**config.mk**
```make
export PLATFORM = sky130hd
export DESIGN_NAME = stepper_step_dir_generator
export DESIGN_NICKNAME = d
export VERILOG_FILES = /design/src/hdl/sdg_pkg.sv /design/src/hdl/stepper_step_dir_generator.sv /design/src/hdl/sdg_next.sv
export SDC_FILE = /design/constraint.sdc
export NUM_CORES = 1
export LEC_CHECK = 0
export CAP_MARGIN = 0
export CORE_MARGIN = 2
export CORE_UTILIZATION = 25
export CTS_BUF_LIST = sky130_fd_sc_hd__clkbuf_4 sky130_fd_sc_hd__clkbuf_8
export DETAILED_ROUTE_END_ITERATION = 10
export DONT_BUFFER_PORTS = 1
export MAX_ROUTING_LAYER = met4
export PLACE_DENSITY = 0.42
export SLEW_MARGIN = 20
export SYNTH_ARGS = -nofsm -noshare
export SYNTH_HDL_FRONTEND = slang
export SYNTH_SLANG_ARGS = --single-unit
```
**constraint.sdc**
```tcl
create_clock -name clk -period 4.3 [get_ports clk]
set_clock_uncertainty 0.15 [all_clocks]
set_input_delay 0.645 -clock clk [delete_from_list [all_inputs] [get_ports clk]]
set_output_delay 0.645 -clock clk [all_outputs]
set_load 0.05 [all_outputs]
```
**src/hdl/sdg_pkg.sv**
```systemverilog
// ----------------------------------------------------------------------------
// sdg_pkg
// Shared command codes, state record and constants for the stepper step and
// direction generator.
// ----------------------------------------------------------------------------
package sdg_pkg;

  localparam int CMD_W    = 3;
  localparam int COUNT_W  = 32;
  localparam int POS_W    = 32;
  localparam int PERIOD_W = 16;

  localparam logic [CMD_W-1:0] CMD_TICK = 3'd0;
  localparam logic [CMD_W-1:0] CMD_MOVE = 3'd1;
  localparam logic [CMD_W-1:0] CMD_CONT = 3'd2;
  localparam logic [CMD_W-1:0] CMD_STOP = 3'd3;
  localparam logic [CMD_W-1:0] CMD_ZERO = 3'd4;

  localparam logic [PERIOD_W-1:0] RESET_HALF_PERIOD = 16'd500;

  typedef struct packed {
    logic                step_high;
    logic                dir_forward;
    logic                running;
    logic                continuous_mode;
    logic [POS_W-1:0]    position_count;
    logic [COUNT_W-1:0]  remaining_count;
    logic [PERIOD_W-1:0] elapsed_ticks;
  } sdg_state_t;

endpackage

```
**src/hdl/stepper_step_dir_generator.sv**
```systemverilog
// ----------------------------------------------------------------------------
// stepper_step_dir_generator
// Step/direction pulse generator driven by a stream of command transactions.
// ----------------------------------------------------------------------------
//
//  channel  | signals                                   | role
//  ---------+-------------------------------------------+---------------------------
//  cmd      | cmd_valid/cmd_ready, cmd, step_count,     | command in (tick, move,
//           | move_forward                              | start, stop, zero)
//  result   | result_valid/result_ready, step_level,    | state after each command
//           | dir_level, is_moving, is_continuous,      |
//           | position, steps_left                      |
//  cfg      | cfg_valid/cfg_ready, cfg_data             | half-period in ticks
//
//  One command per clock sustained while results are taken. A command passes two
//  registers (input register, then next-state logic into the result register),
//  and result_valid rises as it enters the result register. The state update
//  is a 32-bit step add/subtract beside a 32-bit decrement and a 17-bit compare.
//  Synchronous reset clears the motion state and sets the half-period to 500.
//  A stalled result register holds the input stage; cmd_ready drops only when
//  both stages are full and result_ready is low. cfg_ready is always high.
//
module stepper_step_dir_generator (
  input  logic                              clk,
  input  logic                              rst,
  // command channel
  input  logic                              cmd_valid,
  output logic                              cmd_ready,
  input  logic [sdg_pkg::CMD_W-1:0]         cmd,
  input  logic [sdg_pkg::COUNT_W-1:0]       step_count,
  input  logic                              move_forward,
  // result channel
  output logic                              result_valid,
  input  logic                              result_ready,
  output logic                              step_level,
  output logic                              dir_level,
  output logic                              is_moving,
  output logic                              is_continuous,
  output logic signed [sdg_pkg::POS_W-1:0]  position,
  output logic [sdg_pkg::COUNT_W-1:0]       steps_left,
  // configuration channel
  input  logic                              cfg_valid,
  output logic                              cfg_ready,
  input  logic [sdg_pkg::PERIOD_W-1:0]      cfg_data
);

  // input register
  logic                          s1_valid;
  logic [sdg_pkg::CMD_W-1:0]     s1_cmd;
  logic [sdg_pkg::COUNT_W-1:0]   s1_count;
  logic                          s1_fwd;

  logic [sdg_pkg::PERIOD_W-1:0]  half_period;
  sdg_pkg::sdg_state_t           state;
  sdg_pkg::sdg_state_t           state_next;

  logic                          advance;

  // result register moves when empty or being drained
  assign advance   = !result_valid || result_ready;
  assign cmd_ready = !s1_valid || advance;
  assign cfg_ready = 1'b1;

  always_ff @(posedge clk) begin
    if (rst) begin
      half_period <= sdg_pkg::RESET_HALF_PERIOD;
    end else if (cfg_valid && cfg_ready) begin
      half_period <= cfg_data;
    end
  end

  always_ff @(posedge clk) begin
    if (rst) begin
      s1_valid <= 1'b0;
    end else if (cmd_ready) begin
      s1_valid <= cmd_valid;
    end
  end

  always_ff @(posedge clk) begin
    if (cmd_valid && cmd_ready) begin
      s1_cmd   <= cmd;
      s1_count <= step_count;
      s1_fwd   <= move_forward;
    end
  end

  sdg_next u_next (
    .state        (state),
    .cmd          (s1_cmd),
    .step_count   (s1_count),
    .move_forward (s1_fwd),
    .half_period  (half_period),
    .state_next   (state_next)
  );

  // motion state commits as the command leaves the input register
  always_ff @(posedge clk) begin
    if (rst) begin
      state <= '0;
    end else if (s1_valid && advance) begin
      state <= state_next;
    end
  end

  always_ff @(posedge clk) begin
    if (rst) begin
      result_valid <= 1'b0;
    end else if (advance) begin
      result_valid <= s1_valid;
    end
  end

  always_ff @(posedge clk) begin
    if (s1_valid && advance) begin
      step_level    <= state_next.step_high;
      dir_level     <= state_next.dir_forward;
      is_moving     <= state_next.running;
      is_continuous <= state_next.continuous_mode;
      position      <= state_next.position_count;
      steps_left    <= state_next.remaining_count;
    end
  end

  // continuous runs never carry a step budget and are always active
  a_cont_clean: assert property (@(posedge clk) disable iff (rst)
    state.continuous_mode |-> (state.running && state.remaining_count == '0))
    else $error("continuous mode with step budget or not running");

  // the step line is only ever high while a move is active
  a_step_idle: assert property (@(posedge clk) disable iff (rst)
    !state.running |-> !state.step_high)
    else $error("step line high while idle");

  // an accepted command always lands in the input register
  a_s1_load: assert property (@(posedge clk) disable iff (rst)
    (cmd_valid && cmd_ready) |=> s1_valid)
    else $error("accepted command lost");

  // state changes only when a command commits
  a_state_hold: assert property (@(posedge clk) disable iff (rst)
    !$past(s1_valid && advance) |-> $stable(state))
    else $error("state changed without a command");

endmodule

```
**src/hdl/sdg_next.sv**
```systemverilog
// ----------------------------------------------------------------------------
// sdg_next
// Next-state logic: applies one command to the motion state.
// ----------------------------------------------------------------------------
module sdg_next (
  input  sdg_pkg::sdg_state_t                 state,
  input  logic [sdg_pkg::CMD_W-1:0]           cmd,
  input  logic [sdg_pkg::COUNT_W-1:0]         step_count,
  input  logic                                move_forward,
  input  logic [sdg_pkg::PERIOD_W-1:0]        half_period,
  output sdg_pkg::sdg_state_t                 state_next
);

  logic [sdg_pkg::PERIOD_W:0]   tick_count;
  logic [sdg_pkg::PERIOD_W-1:0] armed_ticks;
  logic [sdg_pkg::COUNT_W-1:0]  rem_dec;
  logic                         toggle_due;

  assign tick_count  = {1'b0, state.elapsed_ticks} + {{sdg_pkg::PERIOD_W{1'b0}}, 1'b1};
  assign toggle_due  = (tick_count >= {1'b0, half_period});
  // first toggle lands on the next tick after a start
  assign armed_ticks = (half_period == '0) ? '0 : half_period - 1'b1;
  assign rem_dec     = (state.remaining_count != '0) ? state.remaining_count - 1'b1
                                                     : state.remaining_count;

  always_comb begin
    state_next = state;
    case (cmd)
      sdg_pkg::CMD_TICK: begin
        if (state.running) begin
          if (!toggle_due) begin
            state_next.elapsed_ticks = tick_count[sdg_pkg::PERIOD_W-1:0];
          end else begin
            state_next.elapsed_ticks = '0;
            if (state.step_high) begin
              // falling edge: one step taken
              state_next.step_high = 1'b0;
              state_next.position_count = state.dir_forward ? state.position_count + 1'b1
                                                            : state.position_count - 1'b1;
              if (!state.continuous_mode) begin
                state_next.remaining_count = rem_dec;
                if (rem_dec == '0) begin
                  state_next.running = 1'b0;
                end
              end
            end else if (!state.continuous_mode && state.remaining_count == '0) begin
              state_next.running = 1'b0;
            end else begin
              state_next.step_high = 1'b1;
            end
          end
        end
      end
      sdg_pkg::CMD_MOVE: begin
        if (step_count == '0) begin
          state_next.running         = 1'b0;
          state_next.continuous_mode = 1'b0;
          state_next.remaining_count = '0;
          state_next.step_high       = 1'b0;
          state_next.elapsed_ticks   = '0;
        end else begin
          state_next.continuous_mode = 1'b0;
          state_next.remaining_count = step_count;
          state_next.dir_forward     = move_forward;
          state_next.running         = 1'b1;
          state_next.step_high       = 1'b0;
          state_next.elapsed_ticks   = armed_ticks;
        end
      end
      sdg_pkg::CMD_CONT: begin
        state_next.continuous_mode = 1'b1;
        state_next.remaining_count = '0;
        state_next.dir_forward     = move_forward;
        state_next.running         = 1'b1;
        state_next.step_high       = 1'b0;
        state_next.elapsed_ticks   = armed_ticks;
      end
      sdg_pkg::CMD_STOP: begin
        state_next.running         = 1'b0;
        state_next.continuous_mode = 1'b0;
        state_next.remaining_count = '0;
        state_next.step_high       = 1'b0;
        state_next.elapsed_ticks   = '0;
      end
      sdg_pkg::CMD_ZERO: begin
        state_next.position_count = '0;
      end
      default: begin
        state_next = state;
      end
    endcase
  end

endmodule

```
==> flow_summary.ini <==
[finish]
nFillCells = 4889
num-nets-final = 1457
final_common_cell = nor2_1
area_growth_pct = 20.6
final_area_um2 = 14200
final_cell_mix = nor2_1, edfxtp_1, dfxtp_1, nand2_1, o21ai_0
drive_gt1_share_pct = 11.9

[detailed_routing]
drtIter0Drc = 745
detail_route.wl_per_cell_um = 20.3
viasPerCell = 5.14
num_vias = 10235
ant_nets = 0
drt-total-wl_um = 40500
firstDrtPassIters = 5
drc = 0

[sta]
fin_crit_ns = 4.06
rsz0062_at_grt = true
setup_viol = 0
period_share_pct = 94.3
timing.final.hold_violations = 0
fmax_mhz = 247
fin_setup_tns_ns = 0
maxSlewViolCount = 0
worst_pin_slew_ns = 1.16
maxSlewHeadroom_pct = 22.6

[pwr]
p_leak_nw = 5.22
vdd_drop_max_uv = 156
pwr-share-seq_pct = 44.6
p_sw_share_pct = 29.0
p_int_mw = 3.69
pwr-share-comb_pct = 11.6
p_sw_mw = 1.51
clockPowerShare_pct = 43.7
powerDensity_nw_per_um2 = 367

[setup_path]
crit_path_end_kind = flop
startpoint_type = flop
cp_top_family = simple AND/OR/NAND/NOR gates
crit_fanout = 9
worstSetupPathType = flop to flop
required_ns = 4.48
cp_slowest_stage_delay_ns = 0.41
cpMaxStageDelayCell = or3_4
cp_cell_sequence = and2_1 > and4_2 > nand3_1 > nor2_1 > and2_4 > nand3_1 > xnor2_1 > ha_1 > nand2_1 > nor2_2 > a21oi_1 > o211a_1 > a21o_1 > buf_4 > or3_4 > nor3_1 > nor2_1 > o21ai_1 > o211ai_1
arrival_ns = 4.24
crit_buf_inv = 1

[clocking]
clkLatencyLatePin_ns = 0.60
cts_tree = built
numCtsBuffers = 42
cts-root-buf = clkbuf_8
clk_pin_slew_ns = 0.05
h-tree-depth = 2
clock_path_buffers = 3
clock_sinks = 206

[place]
hpwlAfterDp_um = 26700
place.gp.congestion = 0.845
io_buffers = 0
place_area_um2 = 12500

[floorplan]
io_pins = 128
die_width_um = 221
die_h_um = 221
start_util_pct = 25.3
rows = 79
core_um2 = 46500
dieArea_um2 = 48700

[hold_path]
hold_class = input port to flop

[synth]
synth_seq_cells = 206
synth_top_area_share_pct = 26.6
syn_nets = 1380
ys_async_sr_fraction_pct = 0
syn_area_per_cell_um2 = 9.23
ys_seq_area_share_pct = 44.0
netlist_area_um2 = 11700
netlist_instances = 1272
synth_top_cell_by_area = edfxtp_1
yosysWarnings = 0
synth_edf_count = 104
synthTopCellsByArea = edfxtp_1, dfxtp_1, ha_1
synthFlopType = edfxtp_1
synth.distinct_cells = 81

[grt]
grt_pass1_wl_um = 61800
grt_use_total_pct = 17.1
grt-ovfl-total = 0
antenna_found_initial = 1
grt_max_degree = 78
first_global_vias = 10152

[run_status]
outcome = complete, no violations

[run]
cap_violations = 0
## routing by layer
layer / share of wire, % / GRT usage [%] / up-vias
met4: 3.1 / 6.09 / 0
met1: 47 / 22.4 / 4966
li1: - / - / 4942
met3: 5.5 / 4.10 / 74
met2: 44 / 25.7 / 253
met5: 0 / - / -
## power groups by stage
stage	logic, mW	registers [mW]	clock network, mW
floorplan	0.400	2.33	0
global placement	0.527	2.36	0
detailed placement	0.527	2.36	0
CTS	0.595	2.32	2.38
global route	0.670	2.33	2.45
finish	0.604	2.32	2.27
## repair_timing
item | in CTS | in global routing
setup buffers | 3 | 4
gates resized for setup | 0 | 33
hold buffers | 54 | 0
setup endpoints to repair | 1 | 88
pin swaps | 1 | 6
hold endpoints to repair | 119 | 0
## state kept, by name (all words and copies together), names as in the netlist, 3 cells and up
name         cells
state           84
position        32
s1_count        32
steps_left      32
half_period     16
s1_cmd           3
## cells in the mapped netlist, types with 6 or more instances
| master | count |
|---|---|
| nor3_1 | 38 |
| inv_1 | 49 |
| o32ai_1 | 7 |
| mux2i_1 | 11 |
| o211ai_1 | 14 |
| and3_1 | 7 |
| o21bai_1 | 6 |
| nand2_1 | 98 |
| nand3_1 | 26 |
| xnor2_1 | 50 |
| a31oi_1 | 7 |
| a22o_1 | 29 |
| edfxtp_1 | 104 |
| and2_1 | 8 |
| a311oi_1 | 10 |
| o22ai_1 | 8 |
| nand4_1 | 19 |
| buf_1 | 9 |
| clkbuf_1 | 50 |
| nor4_1 | 21 |
| o21a_1 | 6 |
| nand2b_1 | 22 |
| ha_1 | 50 |
| a21o_1 | 17 |
| xor2_1 | 14 |
| o21ai_0 | 95 |
| a21oi_1 | 77 |
| a22oi_1 | 38 |
| nor2_1 | 138 |
| a32oi_1 | 8 |
| a211oi_1 | 17 |
| or3_1 | 11 |
| dfxtp_1 | 102 |
## per-stage QoR
step	hold slack, ns	power [mW]	std cells	worst slack (ns)	utilization (%)
2_1_floorplan	0.310	2.73	1272	0.117	-
3_5_place_dp	0.331	2.89	1851	0.0178	27.0
6_report	0.0485	5.20	1991	0.244	30.5
3_3_place_gp	0.315	2.89	1851	0.135	27.0
5_1_grt	0.0176	5.45	1991	-0.0624	30.5
4_1_cts	0.00127	5.29	1986	0.0143	30.2
## worst reg2reg max path: stages, from the launching register on
cell and delay (ns):
dfxtp_1 0.32, and2_1 0.17, and4_2 0.29, nand3_1 0.11
nor2_1 0.14, and2_4 0.17, nand3_1 0.13, xnor2_1 0.16
ha_1 0.31, nand2_1 0.07, nor2_2 0.12, a21oi_1 0.08
o211a_1 0.26, a21o_1 0.22, buf_4 0.19, or3_4 0.41
nor3_1 0.15, nor2_1 0.06, o21ai_1 0.17, o211ai_1 0.11
## area by class of cell
type	instances	area, um2	area share (%)
tap	607	759	5.36
timing repair buffer	105	968	6.84
sequential	206	5170	36.5
multi-input combinational	945	6160	43.5
clock inverter	23	203	1.43
antenna	1	2.50	0.0177
inverter	49	186	1.32
clock buffer	55	713	5.04
## cell families (layout without fill, tap and decap cells)
kind of cell,count (synthesis),after routing,synth area share [%]
flops,206,206,44.0
xor+xnor,64,64,4.77
buf+inv,121,232,4.47
fa+ha+maj,51,51,5.50
mux,13,13,1.13
other cells,1,2,0.0319
simple gates,421,421,17.4
compound gates,395,395,22.8
## worst paths after layout
kind                               start                           end  slack (ns)  cells past startpoint
setup reg to reg   state[3]$_SDFFE_PP0P_      steps_left[28]$_DFFE_PP_        0.24                     19
setup / recovery   state[3]$_SDFFE_PP0P_      steps_left[28]$_DFFE_PP_        0.24                     19
hold reg to reg   state[77]$_SDFFE_PP0P_        state[77]$_SDFFE_PP0P_        0.34                      1
hold / removal              cfg_data[15]  half_period[15]$_SDFFE_PP0P_        0.05                      2
(Power assumes the default switching activity.)
